## config.mk

```make
export PLATFORM = sky130hd
export DESIGN_NAME = ranging_link_quality_tracker
export DESIGN_NICKNAME = d
export VERILOG_FILES = /design/src/sv/rlqt_pkg.sv /design/src/sv/rlqt_stats.sv /design/src/sv/rlqt_div.sv /design/src/sv/ranging_link_quality_tracker.sv
export SDC_FILE = /design/constraint.sdc
export NUM_CORES = 1
export LEC_CHECK = 0
export BUFFER_PORTS_ARGS = -buffer_cell sky130_fd_sc_hd__buf_2
export CAP_MARGIN = 20
export CORE_MARGIN = 3
export CORE_UTILIZATION = 59
export DETAILED_ROUTE_END_ITERATION = 6
export PLACE_DENSITY = 0.88
export SLEW_MARGIN = 20
export SYNTH_ARGS = -nofsm -noshare
export SYNTH_HDL_FRONTEND = slang
export SYNTH_SLANG_ARGS = --single-unit
```

## constraint.sdc

```tcl
create_clock -name clk_i -period 3.8 [get_ports clk_i]
set_clock_uncertainty 0.15 [all_clocks]
set_input_delay 0.57 -clock clk_i [delete_from_list [all_inputs] [get_ports clk_i]]
set_output_delay 0.57 -clock clk_i [all_outputs]
set_load 0.05 [all_outputs]
```

## src/sv/rlqt_pkg.sv

```systemverilog
// Package for the ranging link quality tracker.
// Holds the window size, derived widths and the control and status structs.
// Used by every module of the block; depends on nothing.
`default_nettype none
package rlqt_pkg;

  localparam int QUALITY_WINDOW = 32;
  localparam int RCW = $clog2(QUALITY_WINDOW + 1);
  localparam int QBITS = 7;
  localparam int DIVW = RCW + QBITS;
  localparam int CNTW = $clog2(QBITS);
  localparam int DISTW = 24;
  localparam int TOTW = 32;
  localparam logic [QBITS-1:0] PERCENT_SCALE = QBITS'(100);
  localparam logic [RCW:0] WINDOW_LIMIT = (RCW + 1)'(QUALITY_WINDOW);

  typedef enum logic {
    CmdSuccess = 1'b0,
    CmdFailure = 1'b1
  } command_e;

  typedef struct packed {
    logic [DISTW-1:0] estimate;
    logic             seen;
    logic [RCW-1:0]   recent_succ;
    logic [RCW-1:0]   window_count;
    logic [TOTW-1:0]  total;
  } stats_t;

  typedef struct packed {
    logic start;
    logic take;
  } div_ctrl_t;

  typedef struct packed {
    logic idle;
    logic done;
  } div_stat_t;

endpackage
`default_nettype wire

```

## src/sv/rlqt_stats.sv

```systemverilog
// Outcome counters of the ranging link quality tracker.
// Keeps the recent window, the attempt count and the latest estimate.
// Depends on rlqt_pkg.
`default_nettype none
module rlqt_stats (
  input  wire logic                     clk_i,
  input  wire logic                     rst_ni,
  input  wire logic                     update_i,
  input  wire logic                     command_i,
  input  wire logic [rlqt_pkg::DISTW-1:0] distance_i,
  output rlqt_pkg::stats_t              stats_o
);
  import rlqt_pkg::*;

  logic [RCW-1:0]   succ_q, succ_d, fail_q, fail_d;
  logic [RCW-1:0]   succ_h, fail_h;
  logic [RCW:0]     sum, succ_inc;
  logic [TOTW-1:0]  total_q;
  logic [DISTW-1:0] est_q;
  logic             seen_q;

  always_comb begin
    sum = {1'b0, succ_q} + {1'b0, fail_q};
    succ_inc = {1'b0, succ_q} + (RCW + 1)'(1);
    if (sum >= WINDOW_LIMIT) begin
      succ_h = succ_inc[RCW:1];
      fail_h = {1'b0, fail_q[RCW-1:1]};
    end else begin
      succ_h = succ_q;
      fail_h = fail_q;
    end
    succ_d = succ_h;
    fail_d = fail_h;
    if (command_i == CmdSuccess) begin
      succ_d = succ_h + RCW'(1);
    end else begin
      fail_d = fail_h + RCW'(1);
    end
  end

  always_ff @(posedge clk_i or negedge rst_ni) begin
    if (!rst_ni) begin
      succ_q  <= '0;
      fail_q  <= '0;
      total_q <= '0;
      est_q   <= '0;
      seen_q  <= 1'b0;
    end else if (update_i) begin
      succ_q  <= succ_d;
      fail_q  <= fail_d;
      total_q <= total_q + TOTW'(1);
      if (command_i == CmdSuccess) begin
        est_q  <= distance_i;
        seen_q <= 1'b1;
      end
    end
  end

  logic [RCW:0] recent_sum;
  assign recent_sum = {1'b0, succ_q} + {1'b0, fail_q};

  assign stats_o.estimate     = est_q;
  assign stats_o.seen         = seen_q;
  assign stats_o.recent_succ  = succ_q;
  assign stats_o.window_count = recent_sum[RCW-1:0];
  assign stats_o.total        = total_q;

endmodule
`default_nettype wire

```

## src/sv/rlqt_div.sv

```systemverilog
// Bit-serial restoring divider for the quality percent.
// Produces one quotient bit per cycle, most significant first.
// Depends on rlqt_pkg.
`default_nettype none
module rlqt_div (
  input  wire logic                      clk_i,
  input  wire logic                      rst_ni,
  input  wire rlqt_pkg::div_ctrl_t       ctrl_i,
  input  wire logic [rlqt_pkg::DIVW-1:0] dividend_i,
  input  wire logic [rlqt_pkg::RCW-1:0]  divisor_i,
  output rlqt_pkg::div_stat_t            stat_o,
  output logic [rlqt_pkg::QBITS-1:0]     quotient_o
);
  import rlqt_pkg::*;

  typedef enum logic [1:0] {
    DivIdle,
    DivRun,
    DivDone
  } div_state_e;

  div_state_e       state_q;
  logic [DIVW-1:0]  rem_q, dv_q;
  logic [QBITS-1:0] quot_q;
  logic [CNTW-1:0]  cnt_q;
  logic             zero_q;
  logic             fits;

  assign fits = rem_q >= dv_q;

  always_ff @(posedge clk_i or negedge rst_ni) begin
    if (!rst_ni) begin
      state_q <= DivIdle;
      rem_q   <= '0;
      dv_q    <= '0;
      quot_q  <= '0;
      cnt_q   <= '0;
      zero_q  <= 1'b0;
    end else begin
      unique case (state_q)
        DivIdle: begin
          if (ctrl_i.start) begin
            rem_q   <= dividend_i;
            dv_q    <= DIVW'({divisor_i, {(QBITS-1){1'b0}}});
            quot_q  <= '0;
            cnt_q   <= CNTW'(QBITS - 1);
            zero_q  <= (divisor_i == '0);
            state_q <= DivRun;
          end
        end
        DivRun: begin
          if (fits) begin
            rem_q <= rem_q - dv_q;
          end
          quot_q <= {quot_q[QBITS-2:0], fits};
          dv_q   <= dv_q >> 1;
          cnt_q  <= cnt_q - CNTW'(1);
          if (cnt_q == '0) begin
            state_q <= DivDone;
          end
        end
        DivDone: begin
          if (ctrl_i.take) begin
            state_q <= DivIdle;
          end
        end
        default: state_q <= DivIdle;
      endcase
    end
  end

  assign stat_o.idle = (state_q == DivIdle);
  assign stat_o.done = (state_q == DivDone);
  assign quotient_o  = zero_q ? '0 : quot_q;

endmodule
`default_nettype wire

```

## src/sv/ranging_link_quality_tracker.sv

```systemverilog
// Top level of the ranging link quality tracker.
// Ties the outcome counters to the serial divider and the result register.
// Depends on rlqt_pkg, rlqt_stats and rlqt_div.
//
// Usage: each request on the slave stream is one ranging outcome. tuser
// carries the command (0 = success, 1 = failure) and tdata the distance in
// millimetres. Every request yields exactly one result on the master stream
// with the latest estimate, its valid flag, the quality percent of the recent
// window and the lifetime attempt count.
// Flow: the counters update on the accepting edge, the divider starts in the
// next cycle and yields one quotient bit per cycle, most significant first;
// the result is registered once the divider is done and the output register
// is free. A new request is taken as soon as its predecessor has moved to the
// output register, so the block takes no new request while one is in
// flight.
// Reset clears all counters, the estimate and the output register; no
// request is in flight afterwards. When the receiver stalls, the result is
// held in the output register, and the next request runs through the
// divider and then waits there until the output register is taken.
`default_nettype none
module ranging_link_quality_tracker (
  input  wire logic        clk_i,
  input  wire logic        rst_ni,
  input  wire logic        s_axis_tvalid,
  output logic             s_axis_tready,
  // tdata: distance_mm [23:0]
  input  wire logic [23:0] s_axis_tdata,
  // tuser: command [0]
  input  wire logic        s_axis_tuser,
  output logic             m_axis_tvalid,
  input  wire logic        m_axis_tready,
  // tdata: estimate_mm [23:0], estimate_valid [24], quality_percent [31:25],
  // total_attempts [63:32]
  output logic [63:0]      m_axis_tdata
);
  import rlqt_pkg::*;

  stats_t           stats;
  div_ctrl_t        div_ctrl;
  div_stat_t        div_stat;
  logic [QBITS-1:0] quotient;
  logic [DIVW-1:0]  dividend;
  logic             accept, load_out;
  logic             busy_q, start_q, out_valid_q;
  logic [63:0]      out_data_q;

  assign s_axis_tready = !busy_q;
  assign accept        = s_axis_tvalid && s_axis_tready;
  assign load_out      = div_stat.done && (!out_valid_q || m_axis_tready);
  assign dividend      = DIVW'(stats.recent_succ) * DIVW'(PERCENT_SCALE);

  assign div_ctrl.start = start_q;
  assign div_ctrl.take  = load_out;

  rlqt_stats u_stats (
    .clk_i      (clk_i),
    .rst_ni     (rst_ni),
    .update_i   (accept),
    .command_i  (s_axis_tuser),
    .distance_i (s_axis_tdata),
    .stats_o    (stats)
  );

  rlqt_div u_div (
    .clk_i      (clk_i),
    .rst_ni     (rst_ni),
    .ctrl_i     (div_ctrl),
    .dividend_i (dividend),
    .divisor_i  (stats.window_count),
    .stat_o     (div_stat),
    .quotient_o (quotient)
  );

  always_ff @(posedge clk_i or negedge rst_ni) begin
    if (!rst_ni) begin
      busy_q      <= 1'b0;
      start_q     <= 1'b0;
      out_valid_q <= 1'b0;
      out_data_q  <= '0;
    end else begin
      start_q <= accept;
      if (accept) begin
        busy_q <= 1'b1;
      end else if (load_out) begin
        busy_q <= 1'b0;
      end
      if (load_out) begin
        out_valid_q <= 1'b1;
        out_data_q  <= {stats.total, quotient, stats.seen, stats.estimate};
      end else if (m_axis_tready) begin
        out_valid_q <= 1'b0;
      end
    end
  end

  assign m_axis_tvalid = out_valid_q;
  assign m_axis_tdata  = out_data_q;

  a_accept_starts: assert property (@(posedge clk_i) disable iff (!rst_ni)
    accept |=> busy_q && start_q && div_stat.idle)
    else $error("accepted request did not start the divider");

  a_idle_when_free: assert property (@(posedge clk_i) disable iff (!rst_ni)
    !busy_q |-> div_stat.idle && !start_q)
    else $error("divider active without a request in flight");

  a_quality_range: assert property (@(posedge clk_i) disable iff (!rst_ni)
    load_out |-> quotient <= PERCENT_SCALE)
    else $error("quality percent above one hundred");

  a_load_clears_busy: assert property (@(posedge clk_i) disable iff (!rst_ni)
    load_out |=> !busy_q && m_axis_tvalid)
    else $error("result load did not release the input");

endmodule
`default_nettype wire
```

Yosys cells after proc, flatten, opt, wreduce, memory -nomap -nowiden:

Cells that the tools add are included.

* input bits: 29
* flip-flop bits (word level): 175
* logic and storage cells: 70

* reduce and logical (&&, ||, !) cells: 16
* add/subtract/negate cells: 7
* equality and inequality tests: 6
* $mul: 1
* order comparisons: 2
* muxes and demuxes: 22
* bitwise operators: 1

Operator list (count)
* $pmux 13 s2: 2
* $mux 13: 3
* $add 32x1->32 const B: 1
* $mux 6: 4
* $mux 7: 2
* $pmux 7 s2: 1
* $ge 13x13->1: 1
* $sub 13x13->13: 1
* $add 6x1->6 const B: 2
* $mul 6x5->11 const B: 1
* $ne 2x1->1 const B: 4
* $add 6x1->7 const B: 1
* $add 6x6->7: 1
* $ge 7x6->1 const B: 1
* $logic_not 6->1: 1
* $mux 2: 3
* $pmux 2 s3: 1
* $pmux 3 s2: 1
* $reduce_and 2->1: 3
* $reduce_and 3->1: 2
* $reduce_bool 2->1: 3
* $mux 1: 4
* $logic_not 3->1: 1
* $mux 3: 1
* other kinds (8): 10

Logic depth before layout (Yosys ltp):

* depth after elaboration: 5
* gate-level depth with buffers: 12
* gate-level depth less buffers: 12

Cells and area by module:

A second synthesis with hierarchy kept.

* cells, all modules: 805
* area total of the unflattened synthesis: 9053.7 sq um

By module, submodules not included
* rlqt_stats: instances 1, cells an instance 345, sequential area each 1726.7 sq um, area an instance 3540.9 sq um
* ranging_link_quality_tracker: instances 1, cells an instance 202, sequential area each 1676.6 sq um, area an instance 3210.6 sq um
* rlqt_div: instances 1, cells an instance 258, sequential area each 950.9 sq um, area an instance 2302.2 sq um

Least setup slack after synthesis:

OpenSTA, ideal clock, no wires.

* path type: reg2reg
* start point: register u_stats.succ_q[1]
* end point: register u_div.rem_q[12]
* data arrival time: 2.660 ns
* clock period less this slack: 2.949 ns
* path slack: 0.851 ns
* setup time: 0.139 ns
* stages on the path, launching flop included: 12
* cells stage by stage: dfrtp_1 ha_1 ha_1 ha_1 fa_1 a21o_1 a21oi_1 o21bai_1 a21oi_1 xnor2_1 o21ai_0 a22oi_1

* word-level cells in the longest chain between the ends: 3

RTL lines
* start, declared: line rlqt_stats.sv:15 `logic [RCW-1:0] succ_q, succ_d, fail_q, fail_d;`
* start signal, assigned: line rlqt_stats.sv:49 `succ_q <= succ_d;`
* $mul 6x5->11: line ranging_link_quality_tracker.sv:50 `assign dividend = DIVW'(stats.recent_succ) * DIVW'(PERCENT_SCALE);`
* $mux 13: line rlqt_div.sv:42 `if (ctrl_i.start) begin`
* $pmux 13 s2: line rlqt_div.sv:40 `unique case (state_q)`
* end signal, assigned: line rlqt_div.sv:43 `rem_q <= dividend_i;`
* end signal, assigned: line rlqt_div.sv:53 `rem_q <= rem_q - dv_q;`
* end, declared: line rlqt_div.sv:23 `logic [DIVW-1:0] rem_q, dv_q;`

Every way passes these cells. The select of a mux whose other input is x is not followed.
A chain may end at the register's enable or synchronous reset.

Worst setup path in the final report:

* start point: register u_stats.fail_q[0]
* end point: register u_stats.fail_q[3]

* word-level cells in the longest chain between the ends: 5

RTL lines
* start, declared: line rlqt_stats.sv:15
* start signal, assigned: line rlqt_stats.sv:50 `fail_q <= fail_d;`
* $add 6x6->7
* $ge 7x6->1: line rlqt_stats.sv:25 `if (sum >= WINDOW_LIMIT) begin`
* $mux 6 *: line rlqt_stats.sv:25
* $add 6x1->6: line rlqt_stats.sv:37 `fail_d = fail_h + RCW'(1);`
* $mux 6 *: line rlqt_stats.sv:34 `if (command_i == CmdSuccess) begin`

Every way passes the cells marked *; elsewhere a longest branch is shown, timed or not.

==> flow_summary.toml <==
[sta]
tightest_slew_ns = 0.953
slew_headroom = 0.365
min_period_over_period = 0.856
period_minus_slack_ns = 3.25
setup_viol = 0
max_clock_freq_ghz = 0.307
rsz0062_at_grt = "false"
fin_setup_tns_ns = 0
finalHoldViolCount = 0
slew_violations = 0

[layout]
layout_common_cells = "dfrtp_1 (174), buf_2 (93), mux2_2 (82), nand2_1 (55), ha_1 (45)"
area_growth_pct = 14.3
final_common_cell = "dfrtp_1"
n_antenna_cell = 0
num-nets-final = 929
final_layout_size_suffix_gt1_frac = 0.262

[synth]
synth_top_area_frac = 0.508
muxShareOfSynthArea = 0.110
yosysTopAreaCell = "dfrtp_1"
syn_area_mm2 = 0.00858
avgSynthCellArea_um2 = 11.2
synthFlopType = "dfrtp_1"
yosys.area_share.adder = 0.0726
synth-edff-count = 0
ys_top_cells_by_area = "dfrtp_1 (51%), mux2_2 (11%), ha_1 (6.6%)"
ys_seq_area_frac = 0.508
synthXorXnorAreaFrac = 0.0562
synth_nets = 840
async_reset_ff_frac = 1.00
synth-compound-area-share = 0.112
yosysWarnings = 0
synth_cell_types = 63
ys_ff_latch = 174
syn_inst = 763
synth_top_family_by_area = "simple AND/OR/NAND/NOR gates"
synth_simple_gate_area_frac = 0.113

[pwr]
seqPwrFrac = 0.309
p_int_mw = 5.27
power.leakage_nw = 4.79
combinationalPowerShare = 0.508
switching_share = 0.437
ir_drop_mv = 0.641
totalPowerFinal_mw = 9.35
powerDensity_mw_per_mm2 = 954
clockPowerShare = 0.184
net-switching-power_mw = 4.08

[detailed_routing]
firstDrtPassIters = 6
viasPerCell = 5.86
remaining_drc_errors = 0
routed_wl_mm = 18.3
wl_per_cell_um = 17.5
vias = 6128
drtIter0Drc = 554
ant_nets = 0

[floorplan]
die_y_um = 127
dieWidth_um = 127
start_util = 0.611
row_count = 43
core_mm2 = 0.0140
num_io_pins = 95
die-area_mm2 = 0.0160

[clock_network]
path_clk_slew_ns = 0.07
cts_buffers = 17
cts_hold_buffers = 0
root_buffer = "clkbuf_16"
cts_resized = 0
cts_buffer_depth = 2
numClockSinks = 174
clkLatencyLatePin_ns = 0.43
h-tree-depth = 4
cts_tree = "built"
post_cts_buffers = 0

[global_route]
antenna_found_initial = 0
grt_pass1_vias = 6141
grt_pass1_wl_mm = 30.5
grt_usage = 0.233
grt_start_max_net_pins = 86
grt-ovfl-total = 0

[placement]
routabilityCongestion = 0.871
post-dp-hpwl_mm = 12.1
io_buffer_count = 94

[critical_path]
crit_family = "compound AO/OA/AOI/OAI gates"
crit_arrival_ns = 3.40
slowest_stage = "a311oi_4"
required_ns = 3.95
slowest_delay_ns = 0.75
path_class = "flip-flop to flip-flop"
timing.rr.end = "u_stats.fail_q[3]"
worstPathMaxFanout = 15
reg2reg_from = "u_stats.fail_q[0]"
end_kind = "flip-flop"
r2r_cells = 10
cp_num_buf_inv = 1
r2r_setup_slack_ns = 0.55
critPathLaunchType = "flip-flop"
crit_chain = "ha_1 > inv_1 > fa_1 > nor2b_1 > o21ai_0 > nand4b_1 > a311oi_4 > nor2_1 > o221ai_1 > nand3_1"

[run_status]
status = "complete, no violations"

[run]
timing.max_cap.violations = 0

[worst_hold_path]
hold_path.class = "input port to asynchronous set/reset pin"
==> how the worst max path moves through the flow <==
stage	from	endpoint	slack, ns	cells past startpoint
floorplan	u_stats.succ_q[1]	u_div.rem_q[12]	0.85	11
global placement	u_stats.succ_q[1]	u_div.rem_q[12]	0.74	11
detailed placement	u_stats.fail_q[0]	u_stats.fail_q[2]	0.64	10
CTS	u_stats.fail_q[0]	u_stats.fail_q[1]	0.60	10
global route	u_stats.fail_q[0]	u_stats.fail_q[2]	0.32	10
finish	u_stats.fail_q[0]	u_stats.fail_q[3]	0.55	10
==> cells in the mapped netlist (all sizes together), types with 2 or more instances <==
cell	instances
dfrtp	174
mux2	82
nand2	56
ha	45
nor2	44
o21ai	44
xnor2	37
a21oi	28
inv	27
nand3	27
clkbuf	20
xor2	18
nand2b	13
buf	11
nand4	11
and3	9
a31oi	8
nor2b	8
a211oi	7
a21o	7
a22oi	7
a22o	6
a2bb2oi	6
nor3	6
o211ai	6
o21a	6
o22ai	6
nor3b	5
or2	4
and2	3
fa	3
o22a	3
mux2i	2
o21bai	2
or3	2
==> stage by stage <==
step	setup WS, ns	cells	instance area, µm²	hold WS [ns]	util
6_report	0.546	1045	9800	0.0540	0.698
5_1_grt	0.316	1045	9800	0.0854	0.698
4_1_cts	0.604	1045	9800	0.0811	0.698
3_5_place_dp	0.642	1013	9210	0.317	0.656
3_3_place_gp	0.737	1013	9210	0.302	0.656
2_1_floorplan	0.851	763	8580	0.124	-
==> final cells by class <==
class	instances	area, µm²
timing repair buffer	101	542
fill	927	4240
inverter	28	105
multi-input combinational	530	3990
clock inverter	14	153
tap	180	225
sequential	174	4350
clock buffer	18	439
==> routing by layer <==
layer  GRT usage  wire length, µm  vias to the layer above
met4      0.0776              400                        0
met3      0.0429              857                       39
met5           0                0                        -
li1            -                -                     2880
met1       0.308             7790                     3014
met2       0.391             9290                      195
==> cells by family after synthesis <==
logic type	count (synthesis)
AO/OA/AOI/OAI	147
XOR/XNOR	55
adder cells (fa/ha/maj)	48
buffers and inverters	59
flip-flops	174
multiplexers	84
AND/OR/NAND/NOR	196
==> power by group through the flow <==
stage                     Sequential [mW]  Combinational [mW]  Clock, mW
after floorplan                      3.44                3.12          0
after global placement               2.86                4.56          0
after detailed placement             2.90                4.71          0
after CTS                            2.88                4.76       1.74
after global routing                 2.95                5.25       1.82
final                                2.89                4.75       1.72
==> state kept, by name, indices dropped and copies added (netlist names), 2 cells and up <==
| name | count |
|---|---|
| u_div.dv_q | 12 |
| m_axis_tdata | 64 |
| u_div.cnt_q | 3 |
| u_div.state_q | 2 |
| u_stats.total_q | 32 |
| u_div.rem_q | 13 |
| u_stats.fail_q | 6 |
| u_div.quot_q | 7 |
| u_stats.est_q | 24 |
| u_stats.succ_q | 6 |
(Power assumes the default switching activity.)
